## src/design/lidar_scan_packet_decoder_core_assert.svh

```systemverilog
// assertion macros shared by the decoder modules
`ifndef LIDAR_SCAN_PACKET_DECODER_CORE_ASSERT_SVH
`define LIDAR_SCAN_PACKET_DECODER_CORE_ASSERT_SVH

// same-cycle implication, checked on clk and held off during reset
`define LSPD_ASSERT_NOW(label, ante, cons) \
	label: assert property (@(posedge clk) disable iff (!arst_n) (ante) |-> (cons)) \
		else $error("lspd assertion failed");

// next-cycle implication, checked on clk and held off during reset
`define LSPD_ASSERT_NEXT(label, ante, cons) \
	label: assert property (@(posedge clk) disable iff (!arst_n) (ante) |=> (cons)) \
		else $error("lspd assertion failed");

`endif

```

## src/design/lspd_pkg.sv

```systemverilog
// shared types and constants of the lidar scan packet decoder
package lspd_pkg;

	localparam int ANGLE_SLOTS = 360;
	localparam int ANGLE_W     = 9;
	localparam int RX_W        = 8;
	localparam int DIST_W      = 14;
	localparam int WIN_LEN     = 5;

	localparam logic [ANGLE_W:0]   SLOTS_X   = (ANGLE_W + 1)'(ANGLE_SLOTS);
	localparam logic [ANGLE_W-1:0] LAST_SLOT = ANGLE_W'(ANGLE_SLOTS - 1);

	typedef enum logic {
		OPC_BYTE = 1'b0,
		OPC_READ = 1'b1
	} opcode_t;

	typedef logic [WIN_LEN-1:0][RX_W-1:0] window_t;

	typedef struct packed {
		logic               hit;
		logic [ANGLE_W-1:0] angle;
		logic [DIST_W-1:0]  distance;
	} dec_t;

	typedef struct packed {
		logic               point_valid;
		logic               is_read_reply;
		logic [ANGLE_W-1:0] point_angle;
		logic [DIST_W-1:0]  point_distance;
		logic               use_ram;
	} stage_t;

	typedef struct packed {
		logic               point_valid;
		logic               is_read_reply;
		logic [ANGLE_W-1:0] point_angle;
		logic [DIST_W-1:0]  point_distance;
	} resp_t;

endpackage

```

## src/design/lspd_decoder.sv

```systemverilog
// five-byte window, packet detection and angle / distance decode
module lspd_decoder import lspd_pkg::*; (
	input  logic            clk,
	input  logic            arst_n,
	input  logic            accept,
	input  logic [RX_W-1:0] rx_byte,
	output dec_t            dec
);
	`include "lidar_scan_packet_decoder_core_assert.svh"

	window_t            win_q;
	window_t            win_nxt;
	logic [ANGLE_W-1:0] angle_raw;
	logic [ANGLE_W:0]   angle_sub;

	// oldest byte in slot 0, newest in the top slot
	always_comb begin
		win_nxt = {rx_byte, win_q[WIN_LEN-1:1]};
		angle_raw = {win_nxt[2], win_nxt[1][7]};
		angle_sub = {1'b0, angle_raw} - SLOTS_X;
		dec.hit = (win_nxt[0][0] != win_nxt[0][1]) && win_nxt[1][0];
		dec.angle = ({1'b0, angle_raw} >= SLOTS_X) ? angle_sub[ANGLE_W-1:0] : angle_raw;
		dec.distance = {win_nxt[4], win_nxt[3][RX_W-1:2]};
	end

	always_ff @(posedge clk or negedge arst_n) begin
		if (!arst_n) begin
			win_q <= '0;
		end else if (accept) begin
			win_q <= dec.hit ? '0 : win_nxt;
		end
	end

	`LSPD_ASSERT_NEXT(a_win_cleared, accept && dec.hit, win_q == '0)
	`LSPD_ASSERT_NOW(a_angle_range, dec.hit, {1'b0, dec.angle} < SLOTS_X)
endmodule

```

## config.mk

```make
export PLATFORM = sky130hd
export DESIGN_NAME = lspd_decoder
export DESIGN_NICKNAME = d
export VERILOG_FILES = /design/src/design/lspd_pkg.sv /design/src/design/lspd_decoder.sv
export VERILOG_INCLUDE_DIRS = /design/src /design/src/design
export SDC_FILE = /design/constraint.sdc
export NUM_CORES = 1
export LEC_CHECK = 0
export BUFFER_PORTS_ARGS = -buffer_cell sky130_fd_sc_hd__buf_2
export CAP_MARGIN = 25
export CORE_MARGIN = 5
export CORE_UTILIZATION = 50
export CTS_BUF_LIST = sky130_fd_sc_hd__clkbuf_4 sky130_fd_sc_hd__clkbuf_8 sky130_fd_sc_hd__clkbuf_16
export DETAILED_ROUTE_END_ITERATION = 16
export GPL_TIMING_DRIVEN = 0
export PLACE_DENSITY = 0.79
export SLEW_MARGIN = 20
export SYNTH_ARGS = -nofsm -noshare
export SYNTH_HDL_FRONTEND = slang
export SYNTH_SLANG_ARGS = --single-unit
export TNS_END_PERCENT = 30
```

## constraint.sdc

```tcl
create_clock -name clk -period 1.56 [get_ports clk]
set_input_delay 0.078 -clock clk [delete_from_list [all_inputs] [get_ports clk]]
set_output_delay 0.078 -clock clk [all_outputs]
set_load 0.05 [all_outputs]
```

# After elaboration in Yosys (flattened, before gate mapping)
# Cells that the tools add are included.
# Widths: inputs -> output; s select.
# word_totals
register_bits	32
wordCells	10
# op_classes
add_sub_neg	1
order_cmp	1
n_eq_ne	1
mux	2
reduce_logical	1
# ops
cell	n
$mux 40	1
$ge 9x9->1 const B	1
$mux 9	1
$sub 9x9->9 const B	1
$logic_and 1x1->1	1
$ne 1x1->1	1

# Depth between registers and ports, before layout
# logic_depth
word_depth	3
mapped_depth	5

# Worst setup path after synthesis
# OpenSTA, ideal clock, no wires.
# synth_path
kind	register to output
from	reg win_q (netlist bit angle_raw[4])
to	out dec[19] (netlist name)
arrival_ns	2.070
required_ns	1.482
slack_ns	-0.588
path_stages_with_launch	5
path_cell_list	dfrtp_1 inv_1 ha_1 nand2b_1 o31ai_1
# synth_lines
element	line_no	rtl
start, declared	lspd_decoder.sv:11	window_t win_q;
start signal, assigned	lspd_decoder.sv:30	win_q <= dec.hit ? '0 : win_nxt;
end, declared	lspd_decoder.sv:7	output dec_t dec

==> reports/qor.yml <==
run_status:
  status: "complete, but fails checks"
  violations: "setup timing"
global_routing:
  grt_pass1_vias: 1094
  grt_usage: 0.183
  grt_overflow: 0
  grt_max_degree: 22
  antenna_found_initial: 0
  grt_first_pass_wirelength_mm: 4.90
placement:
  hpwl_mm: 1.99
  port_buffers: 33
  dpl.cell_count: 197
  place.gp.congestion: 0.856
clock_network:
  cts_buffers: 3
  clock_latency_ns: 0.31
  clk_path_buf_depth: 2
  ctsHtreeMaxLevel: 1
  cts_tree: "built"
  clk_pin_slew_ns: 0.12
  cts_sinks: 21
  root_buffer: "clkbuf_4"
synth:
  synth_common_cells: "nand2_1, dfrtp_1, inv_1, o22ai_1, buf_4"
  seq_area_frac_synth: 0.444
  yosys_warnings: 0
  synth-seq-cells: 21
  synthXorXnorAreaFrac: 0.0148
  netlist_top_cells_area: "dfrtp_1, buf_4, o22ai_1, nand2_1, inv_1"
  syn-num-nets: 148
  synth_top_family_by_area: "compound AO/OA/AOI/OAI gates"
  synth.most_common_cell: "nand2_1"
  yosys.area_share.simple: 0.120
  postSynthAreaPerCell_sq_um: 8.71
  synthAdderAreaFrac: 0.0106
  synth_edf_count: 0
  syn_area_sq_um: 1180
  synth.largest_area_cell: "dfrtp_1"
  ys_types: 22
  synth_compound_area_frac: 0.209
  synthCells: 136
  synthMuxAreaShare: 0.00845
  dominantRegCellSynth: "dfrtp_1"
  synth_async_sr_flop_share: 1.00
  synth_top_area_frac: 0.444
floorplan:
  boundaryPins: 35
  die_area_sq_um: 3440
  die_y_um: 58.7
  die_w_um: 58.7
  core-area_sq_um: 2230
  initial_core_util: 0.531
  std_cell_rows: 17
timing:
  final.setup.worst_slack_ns: -0.480
  clock-skew-final_ns: 0.00655
  finalSetupViolCount: 7
  fin_crit_sh: 1.31
  tightest_slew_ns: 0.494
  grt_setup_unrepaired: "yes"
  max_slew_margin: 0.671
  hold_ws_ns: 0.00662
  post-route-min-period_ns: 2.04
  hold_viol_final: 0
  max_freq_mhz: 490
  slew_violations: 0
worst_setup_path:
  arrival_ns: 1.96
  crit_start: "angle_raw[2]"
  endpoint: "dec[18]"
  reg2reg_from: "win_nxt[1]"
  reg2reg_to: "dec[2]"
  required_ns: 1.48
  crit_path_end_kind: "output port"
  startpoint_type: "flip-flop"
  cp_max_fo: 4
  r2r_slack_ns: 0.04
  r2r_cells: 4
  criticalPathCategory: "reg -> out"
worst_hold_path:
  hp-class: "in -> reg"
detailed_routing:
  first_pass_iters: 4
  routedWlPerCell_um: 14.1
  drt_wl_total_mm: 2.97
  drc: 0
  vias: 1101
  avgViaCountPerCell: 5.24
  ant_nets: 0
  drt_iter0_drc: 32
power_and_ir_drop:
  leakagePower_nw: 0.797
  vdd_drop_max_mv: 1.01
  pwr_density_cell_nw_per_um2: 1300
  finalPower_mw: 2.13
finish:
  fin_cells: 210
  layout-drive-gt1-share: 0.401
  syn_to_final_growth_pct: 38.8
  final_nets: 195
  n_antenna_cell: 0
  fin_util: 0.736
job:
  max_cap_violations: 0
[per-layer routing]
layer  global-route usage  vias to the layer above  share of wire
met4               0.0744                        0          0.022
met5                    0                        -              0
met1                0.221                      520           0.40
met2                0.325                       35           0.53
li1                     -                      539              -
met3               0.0263                        7          0.042
[cells in the final DEF, fill, tap and decap left out]
cell type | synthesis | routed
a21oi_1 | 3 | 3
a2bb2oi_4 | 0 | 1
a311oi_4 | 0 | 1
a32o_1 | 2 | 2
buf_2 | 0 | 27
buf_4 | 17 | 23
buf_6 | 0 | 5
clkbuf_1 | 7 | 6
clkbuf_4 | 0 | 3
clkbuf_8 | 0 | 1
clkinv_2 | 0 | 1
dfrtp_1 | 21 | 20
dfrtp_2 | 0 | 1
dlygate4sd3_1 | 0 | 4
ha_4 | 0 | 1
inv_1 | 20 | 19
inv_4 | 0 | 1
mux2i_1 | 1 | 1
nand2_1 | 22 | 22
nand2b_1 | 2 | 1
nand2b_4 | 0 | 1
nand4b_1 | 1 | 1
nor2_1 | 5 | 5
nor2b_1 | 1 | 1
o211ai_1 | 1 | 1
o21ai_0 | 4 | 2
o21ai_2 | 0 | 1
o21ai_4 | 0 | 1
o221ai_4 | 0 | 1
o22ai_1 | 20 | 20
o31ai_2 | 0 | 1
o31ai_4 | 0 | 1
or4b_4 | 1 | 1
xnor2_1 | 2 | 1
xnor2_4 | 0 | 1
[sequential cells by signal, summed over array words and instances, names as in the netlist]
signal,flops
dec,6
win_nxt,6
angle_raw,9
[how the worst min path moves through the flow]
stage               start      endpoint  slack, ns  cells after the start
2_1_floorplan      arst_n  angle_raw[0]      -0.22                      0
3_3_place_gp       arst_n        dec[4]       0.05                      1
3_5_place_dp       arst_n   win_nxt[25]       0.06                      1
4_1_cts        rx_byte[1]   win_nxt[25]      0.005                      3
5_1_grt        rx_byte[7]        dec[5]       0.01                      3
6_report       rx_byte[3]        dec[1]      0.007                      3
[logic make-up (layout without fill, tap and decap cells)]
logic type / after synthesis / count (layout)
buffers and inverters: 44 / 90
xor gates and xnor gates: 2 / 2
adders and majority gates: 1 / 1
and+or+nand+nor: 32 / 32
muxes: 1 / 1
AOI/OAI and AO/OA: 35 / 35
DFF: 21 / 21
[final cells by class]
class	count	area, sq um
Inverter	20	77.6
Tap cell	28	35.0
Sequential cell	21	527
Clock buffer	3	22.5
Buffer	24	164
Timing Repair Buffer	42	277
Clock inverter	1	5.00
Fill cell	161	589
Multi-Input combinational cell	71	537
[critical path: stages, from the launching register on]
cell       delay (ns)
dfrtp_1          0.40
or4b_4           0.59
a311oi_4         0.32
a2bb2oi_4        0.18
buf_6            0.16
[where the power goes]
part	internal, mW	switching (mW)
clock network	0.0958	0.172
registers	0.640	0.0983
logic	0.433	0.692
total	1.17	0.962
[what timing repair did]
item,4_1_cts,5_1_grt
hold buffers,2,2
pin swaps,3,0
setup endpoints to repair,7,17
buffers inserted,4,1
endpoints found under the hold margin,22,2
gates resized for setup,19,9
[per-stage QoR]
step	instance area [sq um]	TNS, ns	setup WS (ns)
floorplan	1230	-1.14	-0.167
global placement	1430	-1.06	-0.348
detailed placement	1430	-1.26	-0.401
CTS	1580	-2.30	-0.498
global route	1640	-3.16	-0.548
finish	1640	-2.16	-0.480
No activity file was read; power rests on OpenSTA's default activity.
