--- src/design/lidar_scan_packet_decoder_core_assert.svh ---
// assertion macros shared by the decoder modules
`ifndef LIDAR_SCAN_PACKET_DECODER_CORE_ASSERT_SVH
`define LIDAR_SCAN_PACKET_DECODER_CORE_ASSERT_SVH

// same-cycle implication, checked on clk and held off during reset
`define LSPD_ASSERT_NOW(label, ante, cons) \
	label: assert property (@(posedge clk) disable iff (!arst_n) (ante) |-> (cons)) \
		else $error("lspd assertion failed");

// next-cycle implication, checked on clk and held off during reset
`define LSPD_ASSERT_NEXT(label, ante, cons) \
	label: assert property (@(posedge clk) disable iff (!arst_n) (ante) |=> (cons)) \
		else $error("lspd assertion failed");

`endif

--- src/design/lspd_pkg.sv ---
// shared types and constants of the lidar scan packet decoder
package lspd_pkg;

	localparam int ANGLE_SLOTS = 360;
	localparam int ANGLE_W     = 9;
	localparam int RX_W        = 8;
	localparam int DIST_W      = 14;
	localparam int WIN_LEN     = 5;

	localparam logic [ANGLE_W:0]   SLOTS_X   = (ANGLE_W + 1)'(ANGLE_SLOTS);
	localparam logic [ANGLE_W-1:0] LAST_SLOT = ANGLE_W'(ANGLE_SLOTS - 1);

	typedef enum logic {
		OPC_BYTE = 1'b0,
		OPC_READ = 1'b1
	} opcode_t;

	typedef logic [WIN_LEN-1:0][RX_W-1:0] window_t;

	typedef struct packed {
		logic               hit;
		logic [ANGLE_W-1:0] angle;
		logic [DIST_W-1:0]  distance;
	} dec_t;

	typedef struct packed {
		logic               point_valid;
		logic               is_read_reply;
		logic [ANGLE_W-1:0] point_angle;
		logic [DIST_W-1:0]  point_distance;
		logic               use_ram;
	} stage_t;

	typedef struct packed {
		logic               point_valid;
		logic               is_read_reply;
		logic [ANGLE_W-1:0] point_angle;
		logic [DIST_W-1:0]  point_distance;
	} resp_t;

endpackage

--- src/design/lspd_res_if.sv ---
// output channel: decoded points and read replies
interface lspd_res_if import lspd_pkg::*; ();
	logic               valid;
	logic               ready;
	logic               point_valid;
	logic               is_read_reply;
	logic [ANGLE_W-1:0] point_angle;
	logic [DIST_W-1:0]  point_distance;

	modport source(output valid, point_valid, is_read_reply, point_angle, point_distance,
		input ready);
	modport sink(input valid, point_valid, is_read_reply, point_angle, point_distance,
		output ready);
endinterface

--- src/design/lspd_resp.sv ---
// result stage after the table read and the output register
module lspd_resp import lspd_pkg::*; (
	input  logic              clk,
	input  logic              arst_n,
	input  logic              load,
	input  stage_t            stg,
	input  logic [DIST_W-1:0] rd_data,
	output logic              s1_free,
	lspd_res_if.source        res
);
	logic   v_s1_q;
	stage_t stg_s1;
	logic   v_s2_q;
	resp_t  rsp_s2;
	logic   adv;

	assign adv     = v_s1_q && (!v_s2_q || res.ready);
	assign s1_free = !v_s1_q || adv;

	always_ff @(posedge clk or negedge arst_n) begin
		if (!arst_n) begin
			v_s1_q <= 1'b0;
			v_s2_q <= 1'b0;
		end else begin
			if (load) begin
				v_s1_q <= 1'b1;
			end else if (adv) begin
				v_s1_q <= 1'b0;
			end
			if (adv) begin
				v_s2_q <= 1'b1;
			end else if (res.ready) begin
				v_s2_q <= 1'b0;
			end
		end
	end

	// table read data is held by the ram until the next read
	always_ff @(posedge clk) begin
		if (load) begin
			stg_s1 <= stg;
		end
		if (adv) begin
			rsp_s2.point_valid    <= stg_s1.point_valid;
			rsp_s2.is_read_reply  <= stg_s1.is_read_reply;
			rsp_s2.point_angle    <= stg_s1.point_angle;
			rsp_s2.point_distance <= stg_s1.use_ram ? rd_data : stg_s1.point_distance;
		end
	end

	assign res.valid          = v_s2_q;
	assign res.point_valid    = rsp_s2.point_valid;
	assign res.is_read_reply  = rsp_s2.is_read_reply;
	assign res.point_angle    = rsp_s2.point_angle;
	assign res.point_distance = rsp_s2.point_distance;
endmodule

--- src/flat_wrapper.sv ---
// flat-port wrapper written by rule: the top's interface ports become plain ports
module lspd_resp_flat import lspd_pkg::*;
  (clk, arst_n, load, stg, rd_data, s1_free, res_valid, res_point_valid, res_is_read_reply, res_point_angle, res_point_distance, res_ready);
  lspd_res_if res_i ();
  input  logic clk;
  input  logic arst_n;
  input  logic load;
  input  stage_t stg;
  input  logic [DIST_W-1:0] rd_data;
  output logic s1_free;
  output wire logic [$bits(res_i.valid)-1:0] res_valid;
  output wire logic [$bits(res_i.point_valid)-1:0] res_point_valid;
  output wire logic [$bits(res_i.is_read_reply)-1:0] res_is_read_reply;
  output wire logic [$bits(res_i.point_angle)-1:0] res_point_angle;
  output wire logic [$bits(res_i.point_distance)-1:0] res_point_distance;
  input wire logic [$bits(res_i.ready)-1:0] res_ready;
  assign res_valid = res_i.valid;
  assign res_point_valid = res_i.point_valid;
  assign res_is_read_reply = res_i.is_read_reply;
  assign res_point_angle = res_i.point_angle;
  assign res_point_distance = res_i.point_distance;
  assign res_i.ready = res_ready;
  lspd_resp u_core (.clk(clk), .arst_n(arst_n), .load(load), .stg(stg), .rd_data(rd_data), .s1_free(s1_free), .res(res_i));
endmodule
--- config.mk ---
export PLATFORM = sky130hd
export DESIGN_NAME = lspd_resp_flat
export DESIGN_NICKNAME = d
export VERILOG_FILES = /design/src/design/lidar_scan_packet_decoder_core_assert.svh /design/src/design/lspd_pkg.sv /design/src/design/lspd_res_if.sv /design/src/design/lspd_resp.sv /design/src/flat_wrapper.sv
export SDC_FILE = /design/constraint.sdc
export NUM_CORES = 1
export LEC_CHECK = 0
export BUFFER_PORTS_ARGS = -buffer_cell sky130_fd_sc_hd__buf_2
export CORE_UTILIZATION = 50
export DETAILED_ROUTE_END_ITERATION = 10
export GPL_TIMING_DRIVEN = 0
export PLACE_DENSITY = 0.82
export SYNTH_ARGS = -nofsm -noshare
export SYNTH_HDL_FRONTEND = slang
export SYNTH_SLANG_ARGS = --single-unit
export TNS_END_PERCENT = 10
--- constraint.sdc ---
create_clock -name clk -period 2.95 [get_ports clk]
set_input_delay 0.59 -clock clk [delete_from_list [all_inputs] [get_ports clk]]
set_output_delay 0.59 -clock clk [all_outputs]
set_load 0.01 [all_outputs]
Word level (Yosys, flattened, before mapping)
Cells that the tools add are included.
{"block": "word_totals", "register_bits": 53, "output_inout_bits": 27, "elab_cells": 23}
{"block": "op_classes", "n_mux": 5, "reduce_logical": 7}
{"operator": "$mux 14", "count": 1}
{"operator": "$mux 1", "count": 4}
{"operator": "$reduce_bool 2->1", "count": 2}
{"operator": "$logic_not 1->1", "count": 2}
{"operator": "$logic_or 1x1->1", "count": 2}
{"operator": "$logic_and 1x1->1", "count": 1}

Logic depth before layout (Yosys ltp)
{"block": "logic_depth", "ltp_word": 5, "depth_mapped": 2, "mapped_depth_nobuf": 2}

Worst setup path after synthesis
OpenSTA, ideal clock, no wires.
{"block": "synth_timing", "path_kind": "input -> register", "startpoint": "in res_ready", "endpoint": "reg u_core.res.is_read_reply (netlist name)", "setup_ns": 0.384, "t_arrival_ns": 1.338, "required_time_ns": 2.566, "slack_ns": 1.228, "stages": 2, "path_buffers": 0, "path_cell_list": "nand2b_1 -> and2_1"}
{"block": "synth_between", "elab_chain_len": 2}
{"element": "start: declaration", "line_no": "flat_wrapper.sv:16", "text": "input wire logic [$bits(res_i.ready)-1:0] res_ready;"}
{"element": "$logic_or 1x1->1", "line_no": "lspd_resp.sv:17", "text": "assign adv = v_s1_q && (!v_s2_q || res.ready);"}
{"element": "$logic_and 1x1->1", "line_no": "lspd_resp.sv:17"}
{"element": "net u_core.adv", "line_no": "lspd_resp.sv:15", "text": "logic adv;"}
The timed path passes the listed nets, and every way through them passes these cells.
A chain may end at the register's enable or synchronous reset.

Final worst setup path
{"block": "layout_timing", "startpoint": "reg u_core.v_s2_q, in the netlist u_core.res.valid", "endpoint": "reg u_core.res.point_angle[0] (netlist name)"}
{"block": "layout_between", "elab_chain_len": 3}
{"element": "start: declaration", "line_no": "lspd_resp.sv:13", "text": "logic v_s2_q;"}
{"element": "start signal: assignment", "line_no": "lspd_resp.sv:23", "text": "v_s2_q <= 1'b0;"}
{"element": "start signal: assignment", "line_no": "lspd_resp.sv:31", "text": "v_s2_q <= 1'b1;"}
{"element": "start signal: assignment", "line_no": "lspd_resp.sv:33", "text": "v_s2_q <= 1'b0;"}
{"element": "$logic_not 1->1", "line_no": "lspd_resp.sv:17"}
{"element": "$logic_or 1x1->1", "line_no": "lspd_resp.sv:17"}
{"element": "$logic_and 1x1->1", "line_no": "lspd_resp.sv:17"}
{"element": "net u_core.adv", "line_no": "lspd_resp.sv:15"}
The timed path passes the listed nets, and every way through them passes these cells.

==> metrics.yaml <==
sta:
  setup_viol: 0
  rsz0062_at_grt: "no"
  tns_ns: 0
  finalMaxSlewViolations: 0
  fmax_mhz: 572
  finalCriticalPeriod_ns: 1.75
  post-route-period-util: 0.593
  relSlewSlack: 0.275
  max_slew.worst_pin.slew_ns: 1.09
  hold_viol: 0
  skew_ns: 0.0140
route:
  wire_per_inst_um: 13.1
  routed_wl_mm: 2.60
  firstDrtPassIters: 4
  drt_iter0_drc: 46
  vias: 936
  drc: 0
  ant_nets: 0
  avgViaCountPerCell: 4.70
synthesis:
  syn_area_um2: 1790
  syn-num-nets: 118
  synth_top_area_frac: 0.857
  ys_ff_latch: 53
  synth_seq_area_share: 0.885
  synthCells: 74
  ys_top_cells_by_area: "edfxtp_1 (86%), mux2_2 (8.8%), dfrtp_1 (2.8%), nand2b_1 (0.70%), buf_6 (0.63%)"
  yosysWarningCount: 0
  synth.largest_area_cell: "edfxtp_1"
  synth_cell_types: 9
  syn_avg_cell_area_um2: 24.1
global_routing:
  use_met1: 0.176
  grtUsageTotal: 0.146
  overflow: 0
  grt_pass1_vias: 852
  met2_usage: 0.224
  grt.busiest_layer: "met2"
  use_met3: 0.0725
  grt_max_degree: 28
  antenna_found_initial: 0
  grt_pass1_wl_mm: 3.73
pwr:
  leakage_nw: 0.914
  vdd_ir_drop_max_uv: 457
  powerDensity_nw_per_um2: 629
floorplanning:
  start_util: 0.527
  die-width_um: 61.8
  die_area_um2: 3820
  io_pins: 71
  die_y_um: 61.8
  core_um2: 3390
  std_cell_rows: 21
critical_path:
  rr_worst_depth: 2
  end_kind: "flip-flop"
  crit_path_max_fanout: 25
  crit_path_start: "u_core.res.valid$_DFFE_PN0P_"
  required_ns: 2.93
  cp-endpoint: "u_core.res.point_angle[0]$_DFFE_PP_"
  cp_cell_sequence: "nand2b_1 -> and2_1"
  worstSetupStartpointType: "flip-flop"
  slowest_stage: "and2_1"
  criticalPathCategory: "flip-flop to flip-flop"
  cp_num_cells: 2
  reg2reg_from: "u_core.res.valid$_DFFE_PN0P_"
  reg2reg_slack_ns: 1.20
  cp.arrival_ns: 1.73
  worstReg2RegEnd: "u_core.res.point_angle[0]$_DFFE_PP_"
  max_stage_delay_ns: 0.86
  crit_family: "simple AND/OR/NAND/NOR gates"
  cp_num_buf_inv: 0
placed_design:
  io_buffers: 70
  gp_congestion: 0.663
final_layout:
  final.fill_count: 234
  nets: 196
  utilization: 0.675
  drive_gt1_frac: 0.608
  syn2layout_area_growth_pct: 28.1
  antennaDiodeCount: 0
clocking:
  cts.path.max_buffers: 2
  numCtsBuffers: 5
  cts_root_buffer: "clkbuf_4"
  post_cts_buffers: 0
  cts_tree: "yes"
  path_clk_slew_ns: 0.15
  h-tree-depth: 2
  cts.sinks: 53
  clk_latency_ns: 0.36
run_status:
  status: "completed"
flow_run:
  cap_violations: 0
hold_path:
  worstHoldPathType: "input port to flip-flop"
cells by family after synthesis:
kind of cell           count (synthesis)  share of synthesized area
AO/OA/AOI/OAI                          1                    0.00420
flip-flops                            53                      0.885
AND/OR/NAND/NOR                        5                     0.0161
multiplexers                          14                     0.0882
buffers and inverters                  1                    0.00630
worst min path at each step:
stage | from | end | cells past startpoint
final | stg[19] | u_core.stg_s1[19]$_DFFE_PP_ | 1
after global routing | stg[19] | u_core.stg_s1[19]$_DFFE_PP_ | 1
after CTS | stg[19] | u_core.stg_s1[19]$_DFFE_PP_ | 1
after detailed placement | arst_n | u_core.v_s1_q$_DFFE_PN0P_ | 1
after global placement | arst_n | u_core.v_s1_q$_DFFE_PN0P_ | 1
after floorplan | arst_n | u_core.res.valid$_DFFE_PN0P_ | 0
where the power goes:
part	internal [W]	total, W	switching, W
Sequential	0.000900	0.000917	0.0000162
Clock	0.000180	0.000395	0.000215
Combinational	0.0000637	0.000127	0.0000637
cell usage after synthesis, drive strengths merged:
cell type and number:
edfxtp 51, mux2 14, dfrtp 2, nand2b 2, a21o 1, and2 1
buf 1, nand2 1, nor2b 1
through the flow:
stage	total power (W)	cells	hold WS (ns)	instance area, um^2	setup slack [ns]
6_report	0.00144	199	0.391	2290	1.20
5_1_grt	0.00150	199	0.350	2290	1.02
2_1_floorplan	0.000989	74	0.294	1790	1.23
4_1_cts	0.00145	199	0.374	2290	1.15
3_3_place_gp	0.00106	190	0.374	2190	0.933
3_5_place_dp	0.00106	190	0.376	2190	0.845
registers in the layout, indices dropped and copies added (netlist names):
signal                     count
u_core.res.point_valid         1
u_core.res.point_angle         9
u_core.res.point_distance     14
u_core.res.valid               1
u_core.v_s1_q                  1
u_core.stg_s1                 26
u_core.res.is_read_reply       1
layout by cell type, fill, tap and decap left out, drive strengths merged:
master / instances
a21o: 1
and2: 1
buf: 71
bufinv: 1
clkbuf: 5
clkinv: 1
clkinvlp: 1
dfrtp: 2
dlygate4sd3: 1
edfxtp: 51
mux2: 14
nand2: 1
nand2b: 2
nor2b: 1
what timing repair did:
| item | CTS | global route |
|---|---|---|
| gates resized for setup | 0 | 0 |
| hold buffers | 1 | 0 |
| endpoints found under the hold margin | 2 | 0 |
per-layer routing:
metal  part of all wire  vias up
li1                   -      447
met1               0.42      427
met2               0.47       58
met3               0.10        4
met4              0.012        0
met5                  0        -
layout make-up:
class                           instances  area, um^2  share of cell area
Buffer                                  1        11.3             0.00492
Clock buffer                            5        37.5              0.0164
Tap cell                               46        57.6              0.0252
Multi-Input combinational cell         20         194              0.0847
Sequential cell                        53        1580               0.691
Timing Repair Buffer                   71         360               0.157
Clock inverter                          3        46.3              0.0202
(Power assumes the default switching activity.)
